$ cat config.mk
export PLATFORM = sky130hd
export DESIGN_NAME = uart_echo_line_collector
export DESIGN_NICKNAME = d
export VERILOG_FILES = /design/src/uelc_pkg.sv /design/src/uart_echo_line_collector.sv
export SDC_FILE = /design/constraint.sdc
export NUM_CORES = 1
export LEC_CHECK = 0
export BUFFER_PORTS_ARGS = -buffer_cell sky130_fd_sc_hd__buf_4
export CAP_MARGIN = 10
export CORE_MARGIN = 3
export CORE_UTILIZATION = 55
export DETAILED_ROUTE_END_ITERATION = 6
export PLACE_DENSITY = 0.82
export SETUP_SLACK_MARGIN = 0.4
export SYNTH_ARGS = -nofsm -noshare
export SYNTH_HDL_FRONTEND = slang
export SYNTH_SLANG_ARGS = --single-unit
$ cat constraint.sdc
create_clock -name clk -period 8.5 [get_ports clk]
set_clock_uncertainty 0.2 [all_clocks]
set_input_delay 0.425 -clock clk [delete_from_list [all_inputs] [get_ports clk]]
set_output_delay 0.425 -clock clk [all_outputs]
set_load 0.02 [all_outputs]
$ cat src/uelc_pkg.sv
package uelc_pkg;

    localparam logic [7:0] CH_CR      = 8'd13;
    localparam logic [7:0] CH_LF      = 8'd10;
    localparam logic [7:0] TERM_RESET = 8'd35;

    localparam logic [3:0] GREET_LEN = 4'd6;
    localparam logic [3:0] ERR_LEN   = 4'd10;

    localparam logic [1:0] MODE_SEND    = 2'd0;
    localparam logic [1:0] MODE_ECHO    = 2'd1;
    localparam logic [1:0] MODE_COLLECT = 2'd2;

    localparam logic [1:0] SRC_GREET = 2'd0;
    localparam logic [1:0] SRC_LINE  = 2'd1;
    localparam logic [1:0] SRC_ERR   = 2'd2;

    // "Ciao" CR LF
    function automatic logic [7:0] greet_byte(input logic [3:0] idx);
        logic [7:0] b;
        case (idx)
            4'd0:    b = 8'h43;
            4'd1:    b = 8'h69;
            4'd2:    b = 8'h61;
            4'd3:    b = 8'h6f;
            4'd4:    b = CH_CR;
            4'd5:    b = CH_LF;
            default: b = 8'h00;
        endcase
        return b;
    endfunction

    // CR LF "Errore" CR LF
    function automatic logic [7:0] err_byte(input logic [3:0] idx);
        logic [7:0] b;
        case (idx)
            4'd0:    b = CH_CR;
            4'd1:    b = CH_LF;
            4'd2:    b = 8'h45;
            4'd3:    b = 8'h72;
            4'd4:    b = 8'h72;
            4'd5:    b = 8'h6f;
            4'd6:    b = 8'h72;
            4'd7:    b = 8'h65;
            4'd8:    b = CH_CR;
            4'd9:    b = CH_LF;
            default: b = 8'h00;
        endcase
        return b;
    endfunction

endpackage

$ cat src/uart_echo_line_collector.sv
// the result of an accepted event appears in the output register in the next cycle
// throughput: one event per cycle while in_stall is low; the line buffer read issued at accept lands
// in its read data register together with the output register
// reset: greeting mode, terminator '#', output empty; no clearing pass, the
// buffer holds only payload bytes and the CR LF framing comes from logic
module uart_echo_line_collector #(
    parameter int MAX_LINE = 10
) (
    input  logic       clk,
    input  logic       rst_n,

    input  logic       cfg_valid,
    output logic       cfg_ready,
    input  logic [7:0] cfg_data,

    input  logic       in_valid,
    output logic       in_stall,
    input  logic       action,
    input  logic [7:0] rx_byte,

    output logic       out_valid,
    input  logic       out_stall,
    output logic       tx_valid,
    output logic [7:0] tx_byte,
    output logic [1:0] mode,
    output logic       rx_enabled
);

    localparam int BUF_DEPTH = MAX_LINE + 4;
    localparam int AW        = $clog2(BUF_DEPTH);
    localparam int PW_RAW    = $clog2(MAX_LINE + 5);
    localparam int PW        = (PW_RAW > 4) ? PW_RAW : 4;
    localparam logic [PW-1:0] POS_LIMIT = PW'(MAX_LINE + 3);

    logic [7:0]    term_reg;
    logic [1:0]    mode_reg,  mode_next;
    logic [PW-1:0] pos_reg,   pos_next;
    logic [1:0]    src_reg,   src_next;
    logic [PW-1:0] len_reg,   len_next;
    logic          busy_reg,  busy_next;

    logic          out_valid_reg;
    logic          out_txv_reg, out_txv_next;
    logic [7:0]    out_byte_reg, out_byte_next;
    logic          out_mem_reg, out_mem_next;
    logic [1:0]    out_mode_reg;

    logic [7:0]    line_mem [BUF_DEPTH];
    logic [7:0]    rd_data_reg;
    logic          wr_en;
    logic [AW-1:0] rd_addr;

    logic          accept;
    logic [PW-1:0] pos_inc;
    logic          is_term;

    assign cfg_ready = 1'b1;
    assign in_stall  = out_valid_reg & out_stall;
    assign accept    = in_valid & ~in_stall;
    assign pos_inc   = pos_reg + PW'(1);
    assign is_term   = (rx_byte == term_reg);
    assign rd_addr   = pos_inc[AW-1:0];

    always_comb
    begin
        mode_next     = mode_reg;
        pos_next      = pos_reg;
        src_next      = src_reg;
        len_next      = len_reg;
        busy_next     = busy_reg;
        out_txv_next  = 1'b0;
        out_byte_next = 8'h00;
        out_mem_next  = 1'b0;
        wr_en         = 1'b0;

        if (!action) begin
            busy_next = 1'b0;
            if (mode_reg != uelc_pkg::MODE_ECHO && mode_reg != uelc_pkg::MODE_COLLECT)
            begin
                if (pos_inc < len_reg) begin
                    pos_next     = pos_inc;
                    out_txv_next = 1'b1;
                    case (src_reg)
                        uelc_pkg::SRC_GREET:
                        begin
                            out_byte_next = uelc_pkg::greet_byte(pos_inc[3:0]);
                        end
                        uelc_pkg::SRC_LINE:
                        begin
                            // framing bytes at both ends, payload from the buffer
                            if (pos_inc >= PW'(2) && pos_inc < len_reg - PW'(2)) begin
                                out_mem_next = 1'b1;
                            end else if (pos_inc == len_reg - PW'(2) || pos_inc == '0) begin
                                out_byte_next = uelc_pkg::CH_CR;
                            end else begin
                                out_byte_next = uelc_pkg::CH_LF;
                            end
                        end
                        default:
                        begin
                            out_byte_next = uelc_pkg::err_byte(pos_inc[3:0]);
                        end
                    endcase
                end else begin
                    mode_next = uelc_pkg::MODE_ECHO;
                    pos_next  = '0;
                end
            end
        end else begin
            case (mode_reg)
                uelc_pkg::MODE_ECHO:
                begin
                    if (is_term) begin
                        pos_next  = PW'(2);
                        mode_next = uelc_pkg::MODE_COLLECT;
                    end else if (!busy_reg) begin
                        busy_next     = 1'b1;
                        out_txv_next  = 1'b1;
                        out_byte_next = rx_byte;
                    end
                end
                uelc_pkg::MODE_COLLECT:
                begin
                    if (pos_reg < POS_LIMIT) begin
                        if (is_term) begin
                            // terminator becomes CR LF, both supplied when sending
                            len_next      = pos_reg + PW'(2);
                            src_next      = uelc_pkg::SRC_LINE;
                            pos_next      = '0;
                            mode_next     = uelc_pkg::MODE_SEND;
                            out_txv_next  = 1'b1;
                            out_byte_next = uelc_pkg::CH_CR;
                        end else begin
                            wr_en    = 1'b1;
                            pos_next = pos_inc;
                        end
                    end else begin
                        pos_next      = '0;
                        mode_next     = uelc_pkg::MODE_SEND;
                        src_next      = uelc_pkg::SRC_ERR;
                        len_next      = PW'(uelc_pkg::ERR_LEN);
                        out_txv_next  = 1'b1;
                        out_byte_next = uelc_pkg::CH_CR;
                    end
                end
                default:
                begin
                    // receiver off while sending
                end
            endcase
        end
    end

    always_ff @(posedge clk or negedge rst_n)
    begin
        if (!rst_n) begin
            term_reg      <= uelc_pkg::TERM_RESET;
            mode_reg      <= uelc_pkg::MODE_SEND;
            pos_reg       <= '0;
            src_reg       <= uelc_pkg::SRC_GREET;
            len_reg       <= PW'(uelc_pkg::GREET_LEN);
            busy_reg      <= 1'b0;
            out_valid_reg <= 1'b0;
        end else begin
            if (cfg_valid && cfg_ready) begin
                term_reg <= cfg_data;
            end
            if (accept) begin
                mode_reg      <= mode_next;
                pos_reg       <= pos_next;
                src_reg       <= src_next;
                len_reg       <= len_next;
                busy_reg      <= busy_next;
                out_valid_reg <= 1'b1;
            end else if (!out_stall) begin
                out_valid_reg <= 1'b0;
            end
        end
    end

    // writes happen only in collect mode, at pos_reg, and the read at accept takes the entry after it,
    // so one entry is never written and read at the same edge
    always_ff @(posedge clk)
    begin
        if (accept && wr_en) begin
            line_mem[pos_reg[AW-1:0]] <= rx_byte;
        end
        if (accept) begin
            rd_data_reg  <= line_mem[rd_addr];
            out_txv_reg  <= out_txv_next;
            out_byte_reg <= out_byte_next;
            out_mem_reg  <= out_mem_next;
            out_mode_reg <= mode_next;
        end
    end

    assign out_valid  = out_valid_reg;
    assign tx_valid   = out_txv_reg;
    assign tx_byte    = out_mem_reg ? rd_data_reg : out_byte_reg;
    assign mode       = out_mode_reg;
    assign rx_enabled = (out_mode_reg == uelc_pkg::MODE_ECHO) ||
                        (out_mode_reg == uelc_pkg::MODE_COLLECT);

endmodule

# Word-level counts from Yosys, hierarchy flattened
# Memories as Yosys holds them, arrays and structs flattened. A register that Yosys moved wholly into a read port is not among the register bits.
# Index checks and enable logic that the tools add are counted.
classes:
  add_sub_neg: 3
  n_lt_le_gt_ge: 4
  eq_ne: 20
  muxes: 51
  bitwise_logic: 6
  n_reduce_logical: 12
op_table:
  columns: ["op", "count"]
  rows:
  - ["8-bit two-way mux", 7]
  - ["7-bit case mux with 6 select lines", 1]
  - ["4-bit two-way mux", 10]
  - ["8-bit case mux with 2 select lines", 2]
  - ["1-bit two-way mux", 19]
  - ["2-bit two-way mux", 8]
  - ["4-bit by 2-bit == test with 1-bit output, second input constant", 2]
  - ["4-bit by 3-bit == test with 1-bit output, second input constant", 2]
  - ["8-bit == test", 1]
  - ["4-bit < comparator", 2]
  - ["4-bit case mux with 2 select lines", 1]
  - ["4-bit AND reduction", 2]
  - ["2-bit by 1-bit == test with 1-bit output, second input constant", 3]
  - ["2-bit by 1-bit != test with 1-bit output, second input constant", 3]
  - ["2-bit != test, second input constant", 3]
  - ["4-bit by 1-bit adder with 4-bit output, second input constant", 1]
  - ["4-bit by 2-bit adder with 4-bit output, second input constant", 1]
  - ["2-bit == test, second input constant", 2]
  - ["4-bit by 1-bit == test with 1-bit output, second input constant", 1]
  - ["4-bit == test", 1]
  - ["4-bit by 2-bit greater-or-equal comparator with 1-bit output, second input constant", 1]
  - ["4-bit zero test", 1]
  - ["4-bit < comparator, second input constant", 1]
  - ["1-bit NOT", 4]
  - ["13 further kinds", 17]
totals:
  reg_bits: 34
  mem_bits_rw: 112
  rom_bits: 112
  memories: 2
mem_list:
  columns: ["name", "depth", "word_bits", "read_ports", "rd_ports_with_merged_regs", "write_ports", "line", "rtl"]
  rows:
  - ["(no name shown)", 16, 7, 1, 0, 0, "uelc_pkg.sv:36", "case (idx)"]
  - ["line_mem", 14, 8, 1, 1, 1, "uart_echo_line_collector.sv:48", "logic [7:0] line_mem [BUF_DEPTH];"]

# Logic depth before layout (Yosys ltp)
depth:
  word_depth: 9
  depth_mapped: 11
  mapped_depth_nobuf: 10

# Least setup slack after synthesis
# No wires, ideal clock.
synth_timing:
  path_kind: "flip-flop to flip-flop"
  startpoint: "register pos_reg[0]"
  endpoint: "register out_byte_reg[1] (data pin)"
  setup_time_ps: 257
  arrival_time_ps: 3104
  required_ps: 8043
  slack_ps: 4939
  stages_incl_launch_ff: 12
  path_buffers: 3
  period_less_slack_ps: 3561
  cell_sequence: "dfrtp_1 -> buf_2 -> buf_4 -> clkbuf_1 -> inv_1 -> ha_1 -> ha_1 -> o21bai_1 -> maj3_1 -> or3_1 -> a21bo_1 -> a32o_1"
synth_between:
  elab_chain_cells: 9
  elab_cells_between_ends: 24
  cone_classes: "add/sub: 1; order compare: 4; eq/ne: 6; mux: 9; reduce/logical: 3; memory: 1"
synth_lines:
  columns: ["element", "line", "rtl"]
  rows:
  - ["from (decl)", "uart_echo_line_collector.sv:37", "logic [PW-1:0] pos_reg, pos_next;"]
  - ["from (signal assigned)", "uart_echo_line_collector.sv:170", "pos_reg <= pos_next;"]
  - ["branches (longest 8 deep; another with 4-bit by 1-bit adder with 4-bit output)", null, null]
  - ["8-bit two-way mux (*)", "uart_echo_line_collector.sv:76", "if (!action) begin"]
  - ["net out_byte_next[1]", "uart_echo_line_collector.sv:44", "logic [7:0] out_byte_reg, out_byte_next;"]
  - ["to (signal assigned)", "uart_echo_line_collector.sv:191", "out_byte_reg <= out_byte_next;"]
  - ["to (decl)", "uart_echo_line_collector.sv:44", null]
# Mark *: on every way through the listed nets, which the timed path passes.
# A chain may end at the register's enable or synchronous reset.

# Worst setup path after layout
layout_timing:
  startpoint: "register pos_reg[0]"
  endpoint: "register out_byte_reg[3] (data pin)"
layout_between:
  elab_chain_cells: 8
  elab_cells_between_ends: 21
  cone_classes: "add/sub: 1; order compare: 4; eq/ne: 5; mux: 8; reduce/logical: 2; memory: 1"
layout_lines:
  columns: ["element", "line", "rtl"]
  rows:
  - ["4-bit by 1-bit adder with 4-bit output", "uart_echo_line_collector.sv:60", "assign pos_inc = pos_reg + PW'(1);"]
  - ["4-bit by 2-bit greater-or-equal comparator with 1-bit output / 4-bit < comparator (equally long branches)", "uart_echo_line_collector.sv:91", "if (pos_inc >= PW'(2) && pos_inc < len_reg - PW'(2)) begin"]
  - ["1-bit logical AND", "uart_echo_line_collector.sv:91", null]
  - ["4-bit two-way mux", "uart_echo_line_collector.sv:91", null]
  - ["8-bit case mux with 2 select lines", "uart_echo_line_collector.sv:83", "case (src_reg)"]
  - ["8-bit two-way mux", "uart_echo_line_collector.sv:80", "if (pos_inc < len_reg) begin"]
  - ["8-bit two-way mux", "uart_echo_line_collector.sv:78", "if (mode_reg != uelc_pkg::MODE_ECHO && mode_reg != uelc_pkg::MODE_COLLECT)"]
  - ["8-bit two-way mux (*)", "uart_echo_line_collector.sv:76", null]
  - ["net out_byte_next[3]", "uart_echo_line_collector.sv:44", null]
# The timed path passes the listed nets; every way through them passes the cells marked *.

==> impl_metrics.toml <==
[synth]
syn_nets = 490
ys_warn_count = 0
syn_avg_cell_area_um2 = 15.7
synth_area_leaders = "edfxtp_1 56%, mux4_2 10%, dfrtp_1 6.0%"
synth_edf_count = 132
ys_seq_area_share_pct = 63.7
syn_inst = 452
synth_largest_area_cell = "edfxtp_1"
synth_top_area_share_pct = 55.9
synth_most_common_cell = "edfxtp_1"
synth_common_cells = "132 x edfxtp_1, 32 x mux4_2, 25 x mux2_2"
netlist_area_um2 = 7100
yosysUniqueCellTypes = 67
synth_flop_cell = "edfxtp_1"
async_reset_ff_share_pct = 14.3
synth-seq-cells = 154

[final_layout]
nets = 533
num_antenna_cells = 0
syn2layout_area_growth_pct = 13.9
stdcell_count = 675
drive_gt1_share_pct = 27.4
largest_reg_flops = 112
fin_area_um2 = 8080

[hold_path]
worstHoldStart = "cfg_data[3]"
holdPathStages = 2
hold_path.class = "in2reg"
whs_endpoint = "term_reg[3]"

[global_route]
grt_max_degree = 37
overflow = 0
grt_antenna_before_repair = 0
grt_pass1_wl_um = 23000
track_usage_pct = 21.6
grt_pass1_vias = 4085

[clock_network]
clk_pin_slew_ps = 60
cts_buffers = 17
cts-root-buf = "clkbuf_16"
numClockSinks = 154
cts_hold_buf = 2
cts_htree_levels = 4
worstSkewPairLatency_ps = 420
cts_setup_buffers = 0
cts_buffer_depth = 2
cts_tree = "yes"
cts_resized = 0

[worst_setup_path]
max_stage_delay_ps = 570
crit_fanout = 36
crit_path_end_kind = "flip-flop"
crit_arrival_ps = 4140
r2r_start = "pos_reg[0]"
cp_slowest_cell = "dfrtp_2"
crit_path_start_kind = "flip-flop"
crit_required_ps = 8550
cp_cell_sequence = "buf_4 -> a21bo_1 -> and2_1 -> clkinv_1 -> ha_1 -> or4_4 -> and3_4 -> or2_1 -> o32ai_2"
r2r_setup_slack_ps = 4410
critPathKind = "reg2reg"
r2r-end = "out_byte_reg[3]"
r2r_cells = 9

[sta]
worst_pin_slew_ps = 845
timing.final.hold_violations = 0
relSlewSlack_pct = 43.4
fmax_mhz = 244
rsz0062_at_grt = "false"
period_needed_ps = 4090
finalSetupViolCount = 0
finalSetupTns_ps = 0
post-route-period-util_pct = 48.1
slew_violations = 0
holdWs_ps = 40.1

[route]
vias_per_cell = 6.09
ant_nets = 0
wl_per_cell_um = 21.5
firstDrtPassIters = 5
vias = 4113
wl_um = 14500
drt-initial-drc-count = 434
drc = 0

[outcome]
status = "finished, final reports clean"

[power_and_ir_drop]
leakage_nw = 2.85
finalPower_mw = 2.64
p_per_area_nw_per_um2 = 327
p_sw_uw = 879
pwr-share-seq_pct = 36.2
switching_share_pct = 33.3
p_int_mw = 1.76
peakVddDrop_mv = 0.154
comb_power_share_pct = 38.1
clock_power_share_pct = 25.7

[floorplan]
die_area_um2 = 14300
rows = 40
die_h_um = 120
ioPinCount = 37
initial_utilization_pct = 57.6
core_area_um2 = 12300
die_w_um = 120

[run]
cap_violations = 0

[place]
place_hpwl_um = 9890
placed_area_um2 = 7520
gp_congestion = 0.920
port_buffers = 35
placed_cells = 640
## layer usage
| layer | vias to the layer above | share of wire [%] | GRT usage (%) | routed length (µm) |
|---|---|---|---|---|
| li1 | 1862 | - | - | - |
| met1 | 2051 | 43 | 30.0 | 6260 |
| met2 | 179 | 48 | 33.3 | 7030 |
| met3 | 21 | 6.7 | 5.70 | 967 |
| met4 | 0 | 1.7 | 7.73 | 249 |
| met5 | - | 0 | 0 | 0 |
## power by group through the flow
stage	sequential [mW]	combinational, mW	clock (mW)
after floorplan	0.946	0.760	0
after global placement	0.968	0.979	0
after detailed placement	0.971	0.996	0
after CTS	0.956	1.00	0.691
after global routing	0.964	1.08	0.728
final	0.955	1.01	0.679
## cell families (layout without fill, tap and decap cells)
logic type      Yosys count  in the layout  share of synthesized area (%)
xor+xnor                 14             14                           2.03
simple gates             92             92                           6.96
mux                      65             65                           15.3
compound gates           66             66                           6.38
fa+ha+maj                17             17                           2.96
other cells               1              1                         0.0528
buf+inv                  43             98                           2.63
flops                   154            154                           63.7
## metrics by stage
step           setup slack (ps)  utilization (%)
6_report                   4410             65.7
5_1_grt                    4120             65.7
4_1_cts                    4400             65.6
3_5_place_dp               4420             61.0
3_3_place_gp               4430             61.0
2_1_floorplan              4940                -
## final cells by class
cell class	count	area (µm²)
flip-flops and latches	154	4520
fillers	862	4230
multi-input cells	255	2390
clock buffers	20	437
repair buffers	46	348
well taps	168	210
clock inverters	11	98.8
inverters	21	78.8
## critical path, delay by kind of cell (launching register included)
kind                     cells  cell delay (ps)
AND/OR/NAND/NOR              4             1540
adder cells (fa/ha/maj)      1              290
flip-flops                   1              570
buffers and inverters        2              840
AO/OA/AOI/OAI                2              460
## cells in the final DEF, fill, tap and decap left out, drive strengths merged, types with 4 or more instances in the layout
| cell type | instances |
|---|---|
| o22ai | 5 |
| or2 | 4 |
| xnor2 | 11 |
| nand2 | 20 |
| mux4 | 32 |
| o21ai | 13 |
| a31oi | 5 |
| ha | 16 |
| nand3 | 9 |
| edfxtp | 132 |
| nand2b | 4 |
| and2 | 9 |
| nor2 | 11 |
| a21oi | 14 |
| mux2i | 6 |
| buf | 43 |
| inv | 22 |
| dfstp | 5 |
| mux2 | 27 |
| dfrtp | 17 |
| nor3 | 13 |
| clkbuf | 21 |
| clkinv | 6 |
| nand4 | 4 |
## how the worst max path moves through the flow
stage | startpoint | end | slack, ps | cells after the start
finish | pos_reg[0] | out_byte_reg[3] | 4410 | 9
global route | pos_reg[0] | out_byte_reg[4] | 4120 | 9
floorplan | pos_reg[0] | out_byte_reg[1] | 4940 | 11
global placement | pos_reg[0] | out_byte_reg[3] | 4430 | 9
detailed placement | pos_reg[0] | out_byte_reg[3] | 4420 | 9
CTS | pos_reg[0] | out_byte_reg[3] | 4400 | 9
No activity file was read; power rests on OpenSTA's default activity.
